[src/rtl/core/nwss_pkg.sv]
package nwss_pkg;

   localparam int DATA_W      = 16;
   localparam int PROD_W      = 2 * DATA_W;
   localparam int TABLE_DEPTH = 2000;
   localparam int TABLE_MID   = TABLE_DEPTH / 2;
   localparam int IDX_W       = $clog2(TABLE_DEPTH);
   localparam int APB_AW      = 3;
   localparam int APB_DW      = 32;

   // register index, taken from paddr above the byte lanes
   localparam logic [APB_AW-3:0] REG_BIAS = '0;

   typedef struct packed {
      logic signed [PROD_W-1:0] prod;
      logic                     last;
   } item_type;

   typedef struct packed {
      logic              we;
      logic [IDX_W-1:0]  addr;
      logic [DATA_W-1:0] data;
   } tbl_wr_type;

endpackage

[src/rtl/core/nwss_front.sv]
module nwss_front (
   input  logic                                clock,
   input  logic                                reset,
   input  logic                                build_busy,
   input  logic                                req_valid,
   output logic                                req_stall,
   input  logic signed [nwss_pkg::DATA_W-1:0]  req_weight,
   input  logic signed [nwss_pkg::DATA_W-1:0]  req_input_value,
   input  logic                                req_last_input,
   output logic                                push_valid,
   output nwss_pkg::item_type                  push_item,
   input  logic                                push_full
);
   import nwss_pkg::*;

   logic     stg_valid_ff, stg_valid_in;
   item_type stg_item_ff, stg_item_in;
   logic     accept;
   logic     advance;

   assign advance   = ~stg_valid_ff | ~push_full;
   assign req_stall = build_busy | ~advance;
   assign accept    = req_valid & ~req_stall;

   always_comb begin
      stg_valid_in = advance ? accept : stg_valid_ff;
      stg_item_in  = stg_item_ff;
      if (accept) begin
         stg_item_in.prod = PROD_W'(req_weight) * PROD_W'(req_input_value);
         stg_item_in.last = req_last_input;
      end
   end

   assign push_valid = stg_valid_ff;
   assign push_item  = stg_item_ff;

   always_ff @(posedge clock) begin
      if (reset) begin
         stg_valid_ff <= 1'b0;
      end else begin
         stg_valid_ff <= stg_valid_in;
      end
   end

   always_ff @(posedge clock) begin
      stg_item_ff <= stg_item_in;
   end

endmodule

[config.mk]
export PLATFORM = sky130hd
export DESIGN_NAME = nwss_front
export DESIGN_NICKNAME = d
export VERILOG_FILES = /design/src/rtl/core/nwss_pkg.sv /design/src/rtl/core/nwss_front.sv
export SDC_FILE = /design/constraint.sdc
export NUM_CORES = 1
export LEC_CHECK = 0
export BUFFER_PORTS_ARGS = -buffer_cell sky130_fd_sc_hd__buf_4
export CAP_MARGIN = 20
export CORE_ASPECT_RATIO = 1.75
export CORE_MARGIN = 4
export CORE_UTILIZATION = 45
export DETAILED_ROUTE_END_ITERATION = 8
export GPL_TIMING_DRIVEN = 0
export PLACE_DENSITY = 0.68
export RECOVER_POWER = 100
export SETUP_SLACK_MARGIN = 0.5
export SYNTH_ARGS = -nofsm -noshare
export SYNTH_HDL_FRONTEND = slang
export SYNTH_SLANG_ARGS = --single-unit
[constraint.sdc]
create_clock -name clock -period 7.6 [get_ports clock]
set_clock_uncertainty 0.1 [all_clocks]
set_input_delay 0.38 -clock clock [delete_from_list [all_inputs] [get_ports clock]]
set_output_delay 0.38 -clock clock [all_outputs]
set_load 0.01 [all_outputs]
Word level (Yosys, flattened, before mapping) --
Cells that the tools add are included.
Word-level totals: logic and storage cells 11, output and inout bits 35, bits in read-only memories 0, memories kept 0, latch bits 0, RAM bits 0, input bits 38, bits in registers 34
Cells by class: div/mod/pow operators 0, eq/ne operators 0, shift operators 0, bitwise operators 7, muxes and demuxes 0, $lt $le $gt $ge 0, multiply operators 1, add/sub/neg operators 0, reduce and logical (&&, ||, !) cells 0
Operator list (count):
- $mul 16x16->32 | 1
- $not 1->1 | 4
- $or 1x1->1 | 2
- $and 1x1->1 | 1

Depth between registers and ports, before layout --
depth after elaboration 6, mapped depth 23, mapped depth without buffers 21

Worst setup path before layout --
No wires, ideal clock.
path type input-to-reg, from in req_weight[15] (netlist bit), to reg stg_item_ff, in the netlist push_item[31] (data pin), data required time 7.236 ns, arrival time 5.785 ns, setup time 0.264 ns, stages 20, path buffers 1, setup slack 1.452 ns, path through clkbuf_1 > nand2_1 > inv_1 > fa_1 > fa_1 > fa_1 > fa_1 > fa_1 > inv_1 > fa_1 > inv_1 > ha_1 > a21oi_1 > o21ai_0 > a221oi_1 > o21a_1 > o31ai_2 > a22oi_1 > a31oi_1 > xor2_1
On the way: word-level cells in the longest chain between the ends 1
Ends and longest elaborated chain:
- from (decl) | RTL line nwss_front.sv:7 | input logic signed [nwss_pkg::DATA_W-1:0] req_weight,
- $mul 16x16->32 | RTL line nwss_front.sv:29 | stg_item_in.prod = PROD_W'(req_weight) * PROD_W'(req_input_value);
- to (signal assigned) | RTL line nwss_front.sv:46 | stg_item_ff <= stg_item_in;
- to (decl) | RTL line nwss_front.sv:17 | item_type stg_item_ff, stg_item_in;
Every way passes these cells. A chain may end at the register's enable or synchronous reset.

Worst setup path in the final report --
from in req_weight[6] (netlist bit), to reg stg_item_ff, in the netlist push_item[32] (data pin)
The elaborated chain is that of the path after synthesis.

==> run_results.csv <==
group,metric,value,unit
logic_synthesis,ys_warn_count,0,
outcome,outcome,"complete, but fails checks",
logic_synthesis,synth_area_per_cell,9.71,um2
logic_synthesis,yosys_most_used_dff,"edfxtp_1",
route,drt-pass1-iter-count,5,
floorplanning,die_height,213,um
timing,whs,0.140,ns
cells_and_area,n_fill_cell,2304,
route,drc,0,
grt,grt-busiest-layer,"met2",
placement,place_hpwl,24.4,mm
cells_and_area,antenna_cells,0,
placement,gp_congestion,0.965,
cells_and_area,final_cell_mix,"inv_1, fa_1, nand2_1, and2_1, ha_1",
critical_path,cp-start-kind,"input pin",
cts,cts_tree,"built",
cells_and_area,layout-drive-gt1-share,0.0444,
route,avgRoutedWirePerCell,18.8,um
logic_synthesis,synthCells,1114,
floorplanning,core-area,23500,um2
critical_path,critPathRequiredTime,7.53,ns
placement,portBuffers,72,
cts,clk_pin_slew_worst_paths,0.06,ns
floorplanning,core.rowCount,74,
route,vias,7775,
grt,grtUsageTotal,0.221,
logic_synthesis,synth_area,10800,um2
timing,fmax,142,MHz
placement,place_ws,0.162,ns
grt,grt_use_met3,0.0198,
logic_synthesis,seq_area_frac_synth,0.0935,
critical_path,worst_path_max_delay_cell,"clkbuf_1",
critical_path,crit_path_frequent_cell,"fa_1",
timing,maxSlewViolCount,35,
logic_synthesis,synth-edff-count,33,
critical_path,arrival,6.97,ns
cells_and_area,syn_to_final_growth,8.94,%
route,routed_via_density,5.19,
outcome,violations,"max-capacitance violations, max-slew violations",
timing,setup_viol_count_final,0,
route,antenna_left,0,
timing,hold_viol,0,
critical_path,crit_fanout,10,
critical_path,end_kind,"flop",
grt,overflow,0,
floorplanning,die-width,125,um
timing,timing.final.crit_share,0.927,
cells_and_area,final_common_cell,"inv_1",
route,drtIter0Drc,419,
timing,slew_headroom,-0.514,
grt,grtUsageMet2,0.428,
cts,cts_sinks,34,
logic_synthesis,synthesis.nets,1496,
floorplanning,ioPinCount,73,
grt,grt_pass1_vias,8575,
critical_path,worstPathCellList,"clkbuf_1 > clkbuf_1 > and2_0 > fa_1 > inv_1 > fa_1 > fa_1 > fa_1 > inv_1 > fa_1 > inv_1 > fa_1 > inv_1 > ha_1 > clkbuf_1 > and3_1 > and3_1 > o21ai_0 > a41oi_1 > a21o_1 > a221oi_4 > o21ai_0 > xnor2_1",
route,wl,28.2,mm
cts,cts_buffer_depth,2,
job,timing.max_cap.violations,1,
timing,post-route-min-period,7.05,ns
cts,h-tree-depth,2,
cts,cts_made_buffers,5,
grt,grt_max_degree,35,
critical_path,path_class,"input pin to flop",
timing,worst_slew_pin_slew,2.27,ns
timing,setup_ws,0.554,ns
cells_and_area,nNetsFinal,1575,
logic_synthesis,ys_async_sr_fraction,0,
grt,antenna_found_initial,0,
floorplanning,start_util,0.460,
cts,hold_buffers,0,
cts,clk_latency,0.28,ns
floorplanning,die_area,26700,um2
grt,met1_usage,0.224,
logic_synthesis,synth_seq_cells,34,
logic_synthesis,synth_cell_types,42,
timing,rsz0062_at_grt,"no",
grt,grt_pass1_wl,45.0,mm
worst_hold_path,min_path_type,"input pin to flop",
timing,tns,0,ns
critical_path,critPathMaxStageDelay,0.60,ns
cts,cts_root_buf,"clkbuf_16",
sequential cells by signal, indices dropped and copies added (netlist names):
| name | count |
|---|---|
| push_valid | 1 |
| push_item | 33 |
logic make-up (layout without fill, tap and decap cells):
logic type      Yosys count  after routing  synth area share
buf+inv                 323            403             0.113
simple gates            307            307             0.141
xor+xnor                 36             36            0.0292
compound gates           70             70            0.0435
fa+ha+maj               344            344             0.580
flops                    34             34            0.0935
Yosys cell counts (all sizes together) (2+ instances only):
cell / number / area, um2
inv: 289 / 1080
fa: 262 / 5250
nand2: 126 / 473
and2: 125 / 782
ha: 82 / 1030
edfxtp: 33 / 991
clkbuf: 32 / 120
nor2: 29 / 109
xnor2: 28 / 245
a21oi: 27 / 135
o21ai: 16 / 87.6
xor2: 8 / 70.1
nand2b: 6 / 37.5
nand3: 6 / 30.0
a21o: 5 / 37.5
o21a: 5 / 37.5
nand4: 4 / 25.0
and3: 3 / 18.8
nor2b: 3 / 18.8
o21bai: 3 / 22.5
a211oi: 2 / 25.0
a221oi: 2 / 35.0
buf: 2 / 15.0
nor3: 2 / 10.0
o31ai: 2 / 20.0
cell type report:
class	count	area, um2	area share
Buffer	34	134	0.0114
Clock buffer	5	125	0.0106
Clock inverter	3	68.8	0.00584
Inverter	289	1080	0.0921
Multi-Input combinational cell	757	8580	0.728
Sequential cell	34	1010	0.0858
Tap cell	304	380	0.0323
Timing Repair Buffer	72	398	0.0338
routing by layer:
metal	vias up	wire [um]
li1	3415	-
met1	4000	9020
met2	254	15900
met3	106	995
met4	0	2270
met5	-	0
worst paths after layout:
check                           cells after the start  slack, ns                 endpoint               startpoint
worst max-delay path                               23       0.55  push_item[32]$_DFFE_PP_            req_weight[6]
worst min-delay path                                2       0.14  push_valid$_SDFFE_PP0N_                    reset
worst max register to register                      2       4.89  push_item[29]$_DFFE_PP_  push_valid$_SDFFE_PP0N_
worst min register to register                      2       0.41  push_valid$_SDFFE_PP0N_  push_valid$_SDFFE_PP0N_
what timing repair did:
action	4_1_cts	5_1_grt
setup buffers	0	0
gates cloned	0	0
endpoints found under the hold margin	0	0
resized for setup	1	10
endpoints found under the setup margin	2	3
worst max-delay path, delay by kind of cell:
| family | cells | cell delay [ns] |
|---|---|---|
| compound gates | 5 | 1.19 |
| fa+ha+maj | 7 | 3.14 |
| xor+xnor | 1 | 0.12 |
| buf+inv | 7 | 1.44 |
| simple gates | 3 | 0.67 |
metrics by stage:
stage	cells	util	instance area (um2)
floorplan	1114	-	10800
global placement	1490	0.499	11700
detailed placement	1490	0.499	11700
finish	1498	0.501	11800
CTS	1498	0.508	11900
global route	1498	0.501	11800
Power is not shown: default switching activity piles up to over one toggle a cycle in this logic, so the estimate is an artifact.
