### src/rtl/core/nwss_pkg.sv
package nwss_pkg;

   localparam int DATA_W      = 16;
   localparam int PROD_W      = 2 * DATA_W;
   localparam int TABLE_DEPTH = 2000;
   localparam int TABLE_MID   = TABLE_DEPTH / 2;
   localparam int IDX_W       = $clog2(TABLE_DEPTH);
   localparam int APB_AW      = 3;
   localparam int APB_DW      = 32;

   // register index, taken from paddr above the byte lanes
   localparam logic [APB_AW-3:0] REG_BIAS = '0;

   typedef struct packed {
      logic signed [PROD_W-1:0] prod;
      logic                     last;
   } item_type;

   typedef struct packed {
      logic              we;
      logic [IDX_W-1:0]  addr;
      logic [DATA_W-1:0] data;
   } tbl_wr_type;

endpackage

### src/rtl/core/nwss_queue.sv
module nwss_queue (
   input  logic               clock,
   input  logic               reset,
   input  logic               push_valid,
   input  nwss_pkg::item_type push_item,
   output logic               push_full,
   output logic               pop_valid,
   output nwss_pkg::item_type pop_item,
   input  logic               pop
);
   import nwss_pkg::*;

   localparam int Q_DEPTH = 4;
   localparam int PTR_W   = $clog2(Q_DEPTH);
   localparam int CNT_W   = $clog2(Q_DEPTH + 1);

   item_type         mem_ff [Q_DEPTH];
   logic [PTR_W-1:0] wr_ptr_ff, wr_ptr_in;
   logic [PTR_W-1:0] rd_ptr_ff, rd_ptr_in;
   logic [CNT_W-1:0] cnt_ff, cnt_in;
   logic             do_push;
   logic             do_pop;

   assign push_full = cnt_ff == CNT_W'(Q_DEPTH);
   assign pop_valid = cnt_ff != '0;
   assign pop_item  = mem_ff[rd_ptr_ff];
   assign do_push   = push_valid & ~push_full;
   assign do_pop    = pop & pop_valid;

   always_comb begin
      wr_ptr_in = do_push ? wr_ptr_ff + 1'b1 : wr_ptr_ff;
      rd_ptr_in = do_pop ? rd_ptr_ff + 1'b1 : rd_ptr_ff;
      cnt_in    = cnt_ff + CNT_W'(do_push) - CNT_W'(do_pop);
   end

   always_ff @(posedge clock) begin
      if (reset) begin
         wr_ptr_ff <= '0;
         rd_ptr_ff <= '0;
         cnt_ff    <= '0;
      end else begin
         wr_ptr_ff <= wr_ptr_in;
         rd_ptr_ff <= rd_ptr_in;
         cnt_ff    <= cnt_in;
      end
   end

   always_ff @(posedge clock) begin
      if (do_push) begin
         mem_ff[wr_ptr_ff] <= push_item;
      end
   end

endmodule

### config.mk
export PLATFORM = sky130hd
export DESIGN_NAME = nwss_queue
export DESIGN_NICKNAME = d
export VERILOG_FILES = /design/src/rtl/core/nwss_pkg.sv /design/src/rtl/core/nwss_queue.sv
export SDC_FILE = /design/constraint.sdc
export NUM_CORES = 1
export LEC_CHECK = 0
export BUFFER_PORTS_ARGS = -buffer_cell sky130_fd_sc_hd__buf_4
export CAP_MARGIN = 20
export CELL_PAD_IN_SITES_DETAIL_PLACEMENT = 0
export CELL_PAD_IN_SITES_GLOBAL_PLACEMENT = 1
export CORE_UTILIZATION = 45
export DETAILED_ROUTE_END_ITERATION = 10
export GPL_ROUTABILITY_DRIVEN = 1
export HOLD_SLACK_MARGIN = 0.1
export PLACE_DENSITY_LB_ADDON = 0.1
export SYNTH_ARGS = -nofsm -noshare
export SYNTH_HDL_FRONTEND = slang
export SYNTH_SLANG_ARGS = --single-unit
### constraint.sdc
create_clock -name clock -period 2.2 [get_ports clock]
set_input_delay 0.55 -clock clock [delete_from_list [all_inputs] [get_ports clock]]
set_output_delay 0.55 -clock clock [all_outputs]
set_load 0.1 [all_outputs]
; ---- Word level (Yosys, flattened, before mapping)
; Memory sizes are Yosys's and may differ from the RTL's. A register that Yosys moved wholly into a read port is not among the register bits.
; Cells that the tools add are included.
[op_classes]
n_bitwise = 3
n_addsub = 4
eq_ne = 1
n_reduce_logical = 1
n_mux = 4
[op_table]
columns = operator, n
row1 = $add 2x1->2 const B, 2
row2 = $mux 2, 2
row3 = $add 3x1->3, 1
row4 = $eq 3x3->1 const B, 1
row5 = $reduce_bool 3->1, 1
row6 = $sub 3x1->3, 1
row7 = $and 1x1->1, 2
row8 = $mux 1, 2
row9 = $not 1->1, 1
[totals]
input_bits = 37
elab_cells = 17
ram_bits = 132
ff_bits = 7
output_inout_bits = 35
mem_count = 1
[mem_list]
columns = memory, words, width, read_ports, rd_ports_with_merged_regs, wr, line
row1 = mem_ff, 4, 33, 1, 1, 1, nwss_queue.sv:17  ; item_type mem_ff [Q_DEPTH];

; ---- Longest topological paths before layout
[logic_depth]
word_depth = 5
ltp_mapped = 11
ltp_nobuf = 11

; ---- Worst setup path after synthesis
; OpenSTA, ideal clock, no wires.
[synth_timing]
path_kind = reg2reg
start = register cnt_ff[1]
end = register cnt_ff[2]
setup_time_ps = 78
t_arrival_ps = 3240
path_buffers = 0
path_stages_with_launch = 12
setup_slack_ps = -1118
synth_period_minus_slack_ps = 3318
cell_sequence = dfxtp_1 > nor3b_2 > nor2_1 > inv_1 > ha_1 > inv_1 > ha_1 > inv_1 > fa_1 > xor2_1 > and2_1 > nor3_1
[synth_between]
elab_chain_cells = 5
[synth_rtl]
columns = element, line
row1 = start: declaration, nwss_queue.sv:20  ; logic [CNT_W-1:0] cnt_ff, cnt_in;
row2 = start signal: assignment, nwss_queue.sv:44  ; cnt_ff <= cnt_in;
row3 = $eq 3x3->1, nwss_queue.sv:24  ; assign push_full = cnt_ff == CNT_W'(Q_DEPTH);
row4 = net push_full, nwss_queue.sv:6  ; output logic push_full,
row5 = $not 1->1, nwss_queue.sv:27  ; assign do_push = push_valid & ~push_full;
row6 = $and 1x1->1, nwss_queue.sv:27
row7 = $add 3x1->3, nwss_queue.sv:33  ; cnt_in = cnt_ff + CNT_W'(do_push) - CNT_W'(do_pop);
row8 = $sub 3x1->3, nwss_queue.sv:33
; The timed path passes the listed nets, and every way through them passes these cells.
; A chain may end at the register's enable or synchronous reset.

==> flow_summary.toml <==
[grt]
grt_pass1_wl_um = 13300
grt_overflow_total = 0
antenna_found_initial = 0
gr-usage-all-layers = 0.160
grt_max_degree = 34
grt_pass1_vias = 2503

[drt]
drt_iter0_markers = 106
drt_wl_total_um = 8720
vias = 2433
vias_per_cell = 5.14
ant_nets = 0
routedWlPerCell_um = 18.4
drt-pass1-iter-count = 5
drc = 0

[critical_path]
arrival_ps = 1780
critical_path.max_fanout = 9
r2r-start = "cnt_ff[1]$_SDFF_PP0_"
critPathBufInv = 2
timing.critical_path.to = "pop_item[2]"
reg2reg_slack_ps = 190
path_delay_family = "multiplexers"
worstPathCellList = "buf_12 -> mux4_2 -> buf_6"
critPathMaxStageDelay_ps = 530
cpMaxStageDelayCell = "mux4_2"
crit_path_start_kind = "flip-flop"
path_depth = 3
cp-end-kind = "output pin"
required_ps = 1650
r2r_end = "cnt_ff[2]$_SDFF_PP0_"
rr_worst_depth = 9
criticalPathCategory = "reg -> out"

[cells_and_area]
num-nets-final = 361
finalNonFillerCells = 473
drive_gt1_frac = 0.461
fin_area_um2 = 6820
diodes = 0
register_area_um2 = 4160
multi_input_area_um2 = 1030
final.fill_count = 864
area_growth_pct = 29.3

[placed_design]
gp_congestion = 0.662
numPortBuffers = 71
dpl.cell_count = 437
dp_hpwl_um = 5150
placedInstanceArea_um2 = 6080

[sta]
tightestPinTransition_ps = 437
finalClockSkew_ps = 4.02
max_freq_mhz = 429
fin_ws_ps = -131
final.setup.tns_ps = -3360
hold_violations = 0
grt_setup_unrepaired = "yes"
setup_violations = 33
fin_crit_ps = 2330
relSlewSlack = 0.705
slew_viol_final = 0
period_share = 1.06

[floorplan]
start_util = 0.462
fp.coreArea_um2 = 11400
io_pins = 72
num_rows = 39
dieHeight_um = 110
die-area_um2 = 12200
die_w_um = 110

[clock_network]
cts_hold_buf = 0
clk_latency_ps = 410
path_clk_slew_ps = 50
clk_path_buf_depth = 2
cts_root_buffer = "clkbuf_16"
htree_num_levels = 4
cts_tree = "done"
clock-sinks = 141
cts_made_buffers = 17

[outcome]
violations = "setup timing"
outcome = "complete, but fails checks"

[synthesis]
synth_nets = 266
ys_ff_latch = 141
ys_warn_count = 0
syn_area_um2 = 5280
synth_cell_types = 25
syn_area_per_cell_um2 = 23.8
yosysSeqAreaShare = 0.785
netlist_instances = 222

[flow_run]
max_cap_violations = 0

[worst_hold_path]
hp-class = "in -> reg"
Yosys cell counts (all sizes together):
cell type  count  area (um2)
and2           5        31.3
nor3b          1        12.5
o21ai          1        5.00
ha             6        75.1
dfxtp          9         180
fa             1        20.0
a21oi          1        5.00
or3            2        12.5
edfxtp       132        3960
o311ai         1        8.76
o31a           1        8.76
mux4          33         754
xnor2          1        8.76
clkbuf         2        7.51
buf            7        86.3
nor2           6        22.5
inv            6        22.5
nand2b         2        12.5
mux2i          1        10.0
nor3           1        5.00
xor2           2        17.5
nor2b          1        6.26
cell type report:
class                           count  area share
Sequential cell                   141       0.610
Timing Repair Buffer               85       0.130
Tap cell                          143      0.0262
Multi-Input combinational cell     66       0.151
Clock buffer                       21      0.0646
Clock inverter                     11      0.0147
Inverter                            6     0.00330
per-stage QoR:
stage / setup WS, ps / hold WS [ps] / util
2_1_floorplan: -518 / 482 / -
3_3_place_gp: 74.1 / 507 / 0.532
3_5_place_dp: 34.7 / 513 / 0.532
4_1_cts: -175 / 323 / 0.595
5_1_grt: -197 / 324 / 0.597
6_report: -131 / 336 / 0.597
how the worst min path moves through the flow:
stage                                    from                   endpoint  slack [ps]  cells after the start
floorplan           wr_ptr_ff[1]$_SDFFE_PP0P_  wr_ptr_ff[1]$_SDFFE_PP0P_         480                      2
global placement    wr_ptr_ff[1]$_SDFFE_PP0P_  wr_ptr_ff[1]$_SDFFE_PP0P_         510                      2
detailed placement  wr_ptr_ff[1]$_SDFFE_PP0P_  wr_ptr_ff[1]$_SDFFE_PP0P_         510                      2
CTS                             push_item[10]    mem_ff[2][10]$_DFFE_PP_         320                      1
global route                    push_item[10]    mem_ff[2][10]$_DFFE_PP_         320                      1
finish                          push_item[10]    mem_ff[1][10]$_DFFE_PP_         340                      1
layer usage:
layer	vias to the layer above	wire length, um	share of wire	track usage
met5	-	0	0	0
met4	0	149	0.017	0.0789
met3	12	404	0.046	0.0506
met2	56	4370	0.50	0.247
met1	1259	3800	0.44	0.206
li1	1106	-	-	-
cell usage in the layout (no fill, tap or decap), types with 4 or more instances in the layout:
| cell | instances |
|---|---|
| buf_6 | 33 |
| inv_1 | 6 |
| mux4_2 | 32 |
| nor2_1 | 5 |
| dfxtp_4 | 4 |
| dfxtp_1 | 4 |
| edfxtp_1 | 132 |
| and2_2 | 4 |
| clkbuf_1 | 4 |
| buf_12 | 8 |
| buf_4 | 42 |
| clkinv_1 | 6 |
| ha_1 | 6 |
| clkbuf_16 | 17 |
registers in the layout, indices dropped and copies added, names as in the netlist, named ones only:
name       flops
wr_ptr_ff      2
mem_ff       132
cnt_ff         3
rd_ptr_ff      2
kinds of logic (layout without fill, tap and decap cells):
kind of cell / after synthesis / after routing / share of synthesized area
adders and majority gates: 7 / 7 / 0.0180
and+or+nand+nor: 18 / 18 / 0.0194
xor gates and xnor gates: 3 / 3 / 0.00498
DFF: 141 / 141 / 0.785
buffers and inverters: 15 / 123 / 0.0221
muxes: 34 / 34 / 0.145
AOI/OAI and AO/OA: 4 / 4 / 0.00522
what timing repair did:
| item | in CTS | in global routing |
|---|---|---|
| pin swaps | 0 | 1 |
| buffers inserted | 0 | 3 |
| endpoints found under the setup margin | 33 | 34 |
| resized for setup | 40 | 6 |
| gates cloned | 1 | 0 |
Power is left out: the tool's default activity adds up to more than one toggle a clock period on the data nets, which glitch-free logic cannot reach.
