### src/rtl/core/nwss_pkg.sv
package nwss_pkg;

   localparam int DATA_W      = 16;
   localparam int PROD_W      = 2 * DATA_W;
   localparam int TABLE_DEPTH = 2000;
   localparam int TABLE_MID   = TABLE_DEPTH / 2;
   localparam int IDX_W       = $clog2(TABLE_DEPTH);
   localparam int APB_AW      = 3;
   localparam int APB_DW      = 32;

   // register index, taken from paddr above the byte lanes
   localparam logic [APB_AW-3:0] REG_BIAS = '0;

   typedef struct packed {
      logic signed [PROD_W-1:0] prod;
      logic                     last;
   } item_type;

   typedef struct packed {
      logic              we;
      logic [IDX_W-1:0]  addr;
      logic [DATA_W-1:0] data;
   } tbl_wr_type;

endpackage

### src/rtl/core/nwss_table_build.sv
module nwss_table_build (
   input  logic                 clock,
   input  logic                 reset,
   output logic                 busy,
   output nwss_pkg::tbl_wr_type tbl_wr
);
   import nwss_pkg::*;

   localparam int K_W     = $clog2(TABLE_MID + 1);
   localparam int DEN_W   = 34;
   localparam int REM_W   = 50;
   localparam int STEP_W  = $clog2(DATA_W);
   localparam logic [31:0] EXP_STEP_Q32 = 32'd4252231657;
   localparam logic [DEN_W-1:0] ONE_Q32 = DEN_W'(64'h1_0000_0000);
   localparam logic [64:0] ROUND_Q32 = 65'h8000_0000;

   localparam logic [2:0] ST_LOAD_HI = 3'd0;
   localparam logic [2:0] ST_DIV_HI  = 3'd1;
   localparam logic [2:0] ST_LOAD_LO = 3'd2;
   localparam logic [2:0] ST_DIV_LO  = 3'd3;
   localparam logic [2:0] ST_MUL     = 3'd4;
   localparam logic [2:0] ST_NEXT    = 3'd5;
   localparam logic [2:0] ST_DONE    = 3'd6;

   logic [2:0]        state_ff, state_in;
   logic [K_W-1:0]    k_ff, k_in;
   logic [32:0]       t_ff, t_in;
   logic [REM_W-1:0]  rem_ff, rem_in;
   logic [REM_W-1:0]  dsh_ff, dsh_in;
   logic [DATA_W-1:0] q_ff, q_in;
   logic [STEP_W-1:0] step_ff, step_in;
   logic [63:0]       prod_ff, prod_in;

   logic [DEN_W-1:0]  den;
   logic [DEN_W-1:0]  half;
   logic [REM_W-1:0]  num_hi;
   logic [REM_W-1:0]  num_lo;
   logic              ge;
   logic [64:0]       rounded;

   assign den     = {1'b0, t_ff} + ONE_Q32;
   assign half    = den >> 1;
   assign num_hi  = (REM_W'({DATA_W{1'b1}}) << 32) + REM_W'(half);
   assign num_lo  = (REM_W'(t_ff) << DATA_W) - REM_W'(t_ff) + REM_W'(half);
   assign ge      = rem_ff >= dsh_ff;
   assign rounded = {1'b0, prod_ff} + ROUND_Q32;

   assign busy = state_ff != ST_DONE;

   always_comb begin
      state_in = state_ff;
      k_in     = k_ff;
      t_in     = t_ff;
      rem_in   = rem_ff;
      dsh_in   = dsh_ff;
      q_in     = q_ff;
      step_in  = step_ff;
      prod_in  = prod_ff;
      tbl_wr   = '0;
      unique case (state_ff)
         ST_LOAD_HI, ST_LOAD_LO: begin
            rem_in   = (state_ff == ST_LOAD_HI) ? num_hi : num_lo;
            dsh_in   = REM_W'(den) << (DATA_W - 1);
            q_in     = '0;
            step_in  = STEP_W'(DATA_W - 1);
            state_in = (state_ff == ST_LOAD_HI) ? ST_DIV_HI : ST_DIV_LO;
         end
         ST_DIV_HI, ST_DIV_LO: begin
            rem_in  = ge ? rem_ff - dsh_ff : rem_ff;
            dsh_in  = dsh_ff >> 1;
            q_in    = {q_ff[DATA_W-2:0], ge};
            step_in = step_ff - 1'b1;
            if (step_ff == '0) begin
               tbl_wr.data = {q_ff[DATA_W-2:0], ge};
               if (state_ff == ST_DIV_HI) begin
                  tbl_wr.we   = k_ff != K_W'(TABLE_MID);
                  tbl_wr.addr = IDX_W'(TABLE_MID) + IDX_W'(k_ff);
                  state_in    = ST_LOAD_LO;
               end else begin
                  tbl_wr.we   = k_ff != '0;
                  tbl_wr.addr = IDX_W'(TABLE_MID) - IDX_W'(k_ff);
                  state_in    = (k_ff == K_W'(TABLE_MID)) ? ST_DONE : ST_MUL;
               end
            end
         end
         ST_MUL: begin
            prod_in  = t_ff[31:0] * EXP_STEP_Q32;
            state_in = ST_NEXT;
         end
         ST_NEXT: begin
            // t0 is exactly one, so its successor is the step constant itself
            t_in     = t_ff[32] ? {1'b0, EXP_STEP_Q32} : rounded[64:32];
            k_in     = k_ff + 1'b1;
            state_in = ST_LOAD_HI;
         end
         ST_DONE: begin
            state_in = ST_DONE;
         end
         default: begin
            state_in = ST_DONE;
         end
      endcase
   end

   always_ff @(posedge clock) begin
      if (reset) begin
         state_ff <= ST_LOAD_HI;
         k_ff     <= '0;
         t_ff     <= {1'b1, 32'd0};
      end else begin
         state_ff <= state_in;
         k_ff     <= k_in;
         t_ff     <= t_in;
      end
   end

   always_ff @(posedge clock) begin
      rem_ff  <= rem_in;
      dsh_ff  <= dsh_in;
      q_ff    <= q_in;
      step_ff <= step_in;
      prod_ff <= prod_in;
   end

endmodule

### config.mk
export PLATFORM = sky130hd
export DESIGN_NAME = nwss_table_build
export DESIGN_NICKNAME = d
export VERILOG_FILES = /design/src/rtl/core/nwss_pkg.sv /design/src/rtl/core/nwss_table_build.sv
export SDC_FILE = /design/constraint.sdc
export NUM_CORES = 2
export LEC_CHECK = 0
export BUFFER_PORTS_ARGS = -buffer_cell sky130_fd_sc_hd__buf_2
export CAP_MARGIN = 40
export CORE_UTILIZATION = 65
export DETAILED_ROUTE_END_ITERATION = 16
export PLACE_DENSITY = 0.82
export SYNTH_ARGS = -nofsm -noshare
export SYNTH_HDL_FRONTEND = slang
export SYNTH_SLANG_ARGS = --single-unit
export TNS_END_PERCENT = 50
### constraint.sdc
create_clock -name clock -period 8.7 [get_ports clock]
set_input_delay 2.61 -clock clock [delete_from_list [all_inputs] [get_ports clock]]
set_output_delay 2.61 -clock clock [all_outputs]
set_load 0.005 [all_outputs]
### Word-level counts from Yosys, hierarchy flattened

Cells that the tools add are included.

* mux-type cells: 15
* eq/ne operators: 10
* multiply operators: 1
* $add $sub $neg: 10
* magnitude comparators: 1
* reductions and logical operators: 7

Operators by type and width (number)
* $pmux 50 s2: 2
* $mux 50: 2
* $add 64x32->65 const B: 1
* $mul 32x32->64 const B: 1
* $mux 28: 2
* $add 50x33->50: 1
* $ge 50x50->1: 1
* $sub 49x33->50: 1
* $sub 50x50->50: 1
* $add 48x33->49 const A: 1
* $add 33x33->34 const B: 1
* $mux 33: 1
* $pmux 15 s2: 1
* $mux 12: 1
* $pmux 3 s4: 1
* $add 10x10->11 const A: 1
* $sub 10x10->11 const A: 1
* $add 10x1->10 const B: 1
* $eq 10x10->1 const B: 1
* $ne 10x10->1 const B: 1
* $reduce_bool 10->1: 1
* $pmux 4 s2: 1
* $eq 3x2->1 const B: 2
* $eq 3x3->1 const B: 2
* other kinds (11): 15

* bits of input ports: 2
* register bits: 229
* output and inout port bits: 29

### Longest topological paths before layout

* word-level depth: 5
* gate-level depth with buffers: 27

### Least setup slack after synthesis

OpenSTA, ideal clock, no wires.

* path kind: register to register
* start: reg t_ff[16]
* end: reg prod_ff[63], data pin
* data arrival time: 7.356 ns
* slack: 1.085 ns
* stages on the path, launching flop included: 26
* period minus slack after synthesis: 7.615 ns
* cell sequence: dfxtp_1 -> inv_1 -> fa_1 -> inv_1 -> fa_1 -> fa_1 -> inv_1 -> fa_1 -> inv_1 -> fa_1 -> fa_1 -> fa_1 -> inv_1 -> fa_1 -> inv_1 -> ha_1 -> and3_1 -> nor3b_1 -> o2111ai_1 -> a22oi_1 -> o2111a_1 -> o211ai_1 -> or3_1 -> nor3_1 -> nor2_1 -> a211o_1

* longest elaborated chain between the ends: 1

Ends and longest elaborated chain
* start, declared: line nwss_table_build.sv:27 `logic [32:0] t_ff, t_in;`
* start signal, assigned: line nwss_table_build.sv:109 `t_ff <= {1'b1, 32'd0};`
* start signal, assigned: line nwss_table_build.sv:113 `t_ff <= t_in;`
* $mul 32x32->64: line nwss_table_build.sv:87 `prod_in = t_ff[31:0] * EXP_STEP_Q32;`
* end signal, assigned: line nwss_table_build.sv:122 `prod_ff <= prod_in;`
* end, declared: line nwss_table_build.sv:32 `logic [63:0] prod_ff, prod_in;`

Every way passes these cells.
A chain may end at the register's enable or synchronous reset.

### Worst setup path in the final report

* start: reg t_ff[23]
* end: reg prod_ff[62], data pin

Same word-level chain as after synthesis.

==> results.md <==
- Pins Over Slew Limit: 0
- Nets: 4387
- Placed cell count: 4098
- Sw Ratio: 0.419
- Die ar.: 0.0507 mm2
- Worst-Skew Late Latency: 520 ps
- Gate Count Post-Synth: 3391
- Internal power: 2230 uW
- Worst-Margin Slew: 813 ps
- Cell mode on critical path: fa_1
- # diodes: 0
- CTS buffer count: 17
- Initial core utilization: 0.660
- Mux contribution to synthesized area: 0.000618
- CTS HTree Levels: 4
- Post-synthesis async set-or-reset flop share: 0
- Synth cell types: 72
- Post-synth top area cell: fa_1
- Adder-cell share of the synthesized area: 0.469
- Fmax: 0.119 GHz
- Critical path required time: 8990 ps
- Setup slack, reg-to-reg: 330 ps
- Worst-path clk slew: 110 ps
- Nature of the critical path endpoint: flip-flop
- Buffers on Ports: 30
- Synthesized area per cell: 9.55 um2
- Largest net degree at the start of global routing: 80
- First-pass GRT wire length: 159000 um
- Simple-gate area share of the yosys netlist: 0.0858
- DPL Wire Length: 87400 um
- Worst Path Buf+Inv: 6
- Final Hold Viols: 0
- Flop pwr share: 0.317
- Final min period: 8370 ps
- Slew margin rel.: 0.458
- Mapped Area: 0.0324 mm2
- Register bit total from synthesis: 197
- Complex-gate fraction of the synthesized area: 0.129
- Lkg Pwr: 0.0188 uW
- Pwr Density: 111 mW/mm2
- Psw: 1610 uW
- Status: completed
- Max Cap Viol: 0
- Max VDD drop: 141 uV
- Vias/cell: 6.25
- TritonCTS clock tree: yes
- Layout cell share with drive strength beyond 1: 0.0565
- Synth Flop Type: edfxtp_1
- CTS max path bufs: 2
- Chip height: 225 um
- DR pass1 iterations: 10
- Vias: 25800
- Area Overhead vs Synth: 6.55%
- Clock sink count: 197
- Synthesis Warnings: 0
- Final setup viols: 0
- Remaining antenna violation count after routing: 0
- Initial antenna violation count: 2
- Clock power share: 0.226
- CTS root buf: clkbuf_16
- Vias in the first global route: 26600
- Crit path DAT: 8670 ps
- Worst path max stage delay: 560 ps
- Hold Slack: 516 ps
- RSZ-0062 raised after global routing: false
- Setup Skew: 27.3 ps
- Largest family of logic cells by synthesized area: adder cells
- Drt wl/cell: 25.1 um
- Rows: 81
- Syn nets: 4325
- Final period util: 0.963
- CP Launch Type: flip-flop
- Xor and xnor area share after synthesis: 0.0473
- Gate power share: 0.457
- Routed Wire Length: 104000 um
- Layout Cells excl Fill: 4130
- Most area-consuming cells after synthesis: fa_1, ha_1, edfxtp_1, inv_1, dfxtp_1
- Setup TNS: 0 ps
- Critical path class: reg2reg
- Gr ovfl total: 0
- CP max stage cell: fa_1
- Initial DRC Count: 2552
- Delay-heaviest family, CP: adder cells
- Share of the synthesized area in the top cell type: 0.291
- DRC: 0
- Core area: 0.0491 mm2
- Register area share after synthesis: 0.168
- Gpl congestion: 1.07
- Die width: 225 um
- Total global-route track usage: 0.428
- Post-synth EDFFs: 151
- Post-CTS Setup Inserts: 0
- I/O Pins: 31
- Min-Delay Path Class: reg2reg
- Largest fanout on the critical path: 7
[per-stage QoR]
step | setup slack, ps | util | total power (uW) | instance area [um2]
2_1_floorplan | 1080 | - | 2480 | 32400
6_report | 326 | 0.703 | 3840 | 34500
3_5_place_dp | 261 | 0.690 | 2890 | 33900
4_1_cts | 232 | 0.703 | 3760 | 34500
5_1_grt | 3.05 | 0.703 | 4000 | 34500
3_3_place_gp | 477 | 0.689 | 2830 | 33800
[power by group through the flow]
| stage | registers (uW) | logic [uW] | clock network (uW) |
|---|---|---|---|
| 6_report | 1220 | 1750 | 867 |
| 4_1_cts | 1220 | 1680 | 868 |
| 3_3_place_gp | 1230 | 1600 | 0 |
| 2_1_floorplan | 1220 | 1250 | 0 |
| 3_5_place_dp | 1240 | 1660 | 0 |
| 5_1_grt | 1230 | 1870 | 901 |
[layout make-up]
type | count | area (um2)
Inverter | 769 | 2890
Clock inverter | 15 | 204
Fill cell | 3691 | 14600
Sequential cell | 197 | 5460
Multi-Input combinational cell | 2337 | 23700
Tap cell | 664 | 831
Clock buffer | 17 | 425
Timing Repair Buffer | 131 | 953
[kinds of logic after synthesis]
group                    after synthesis
XOR/XNOR                             175
adder cells (fa/ha/maj)              932
multiplexers                           2
AND/OR/NAND/NOR                      587
buffers and inverters                857
flip-flops                           197
AO/OA/AOI/OAI                        641
[routing by layer]
layer  global-route usage  vias to the layer above  part of all wire
li1                     -                    11300                 -
met1                0.571                    12800              0.40
met2                0.674                     1428              0.46
met3                0.112                      255              0.11
met4                0.152                        4             0.042
met5                    0                        -           0.00026
[worst reg2reg max path, cell delays in order (launching register included)]
cell	delay, ps
dfxtp_1	320
inv_1	210
fa_1	520
inv_1	310
fa_1	520
fa_1	520
inv_1	50
fa_1	470
inv_1	70
fa_1	490
fa_1	480
fa_1	560
inv_1	80
fa_1	510
inv_1	60
ha_1	370
a21o_1	200
a21o_1	180
a2111oi_0	410
a22oi_1	220
o2111a_1	340
o211ai_1	320
or3_1	230
nor3_1	90
or4b_1	520
o311ai_0	140
[synth_stat cells (11+ instances only)]
master    instances
inv_1           767
fa_1            470
ha_1            462
nand2_1         186
a21oi_1         177
nor2_1          152
edfxtp_1        151
o21ai_0         131
a21o_1           98
xnor2_1          89
xor2_1           86
clkbuf_1         80
nand4_1          50
and3_1           49
dfxtp_1          46
nand3_1          42
a221oi_1         34
a22oi_1          28
nor3_1           27
a211oi_1         19
nand2b_1         17
a31oi_1          16
o21bai_1         15
nor2b_1          14
o21a_1           14
o211ai_1         13
o22ai_1          11
[sequential cells by signal (all words and copies together), names as in the netlist, named ones only]
signal    count
step_ff       4
prod_ff      33
dsh_ff       49
k_ff         10
q_ff         15
t_ff         33
rem_ff       50
state_ff      2
[final timing paths]
path	startpoint	endpoint	cells past startpoint
max reg2reg	t_ff[23]$_SDFFE_PP0P_	prod_ff[62]$_DFFE_PP_	25
max	t_ff[23]$_SDFFE_PP0P_	prod_ff[62]$_DFFE_PP_	25
min reg2reg	k_ff[1]$_SDFFE_PP0P_	k_ff[1]$_SDFFE_PP0P_	2
min	k_ff[1]$_SDFFE_PP0P_	k_ff[1]$_SDFFE_PP0P_	2
[timing repair]
item                       4_1_cts  5_1_grt
hold buffers                     0        0
hold endpoints to repair         0        0
resized for setup                0        4
setup endpoints to repair        0        3
[cells in the final DEF, fill, tap and decap left out, types with 7 or more instances in the layout]
cell,Yosys,final
a2111oi_0,8,8
a211oi_1,19,19
a21o_1,98,98
a21oi_1,177,177
a221oi_1,34,34
a22oi_1,28,28
a31oi_1,16,15
and3_1,49,49
buf_2,6,30
buf_4,0,98
clkbuf_16,0,17
clkinv_8,0,8
dfxtp_1,46,43
edfxtp_1,151,151
fa_1,470,469
ha_1,462,462
inv_1,767,767
nand2_1,186,186
nand2b_1,17,17
nand3_1,42,42
nand4_1,50,50
nor2_1,152,149
nor2b_1,14,14
nor3_1,27,27
nor4_1,8,8
o211ai_1,13,13
o21a_1,14,14
o21ai_0,131,131
o21bai_1,15,15
o22ai_1,11,11
o31ai_1,7,7
or2_2,10,10
or3_1,7,7
xnor2_1,89,89
xor2_1,86,86
No activity file was read; power rests on OpenSTA's default activity.
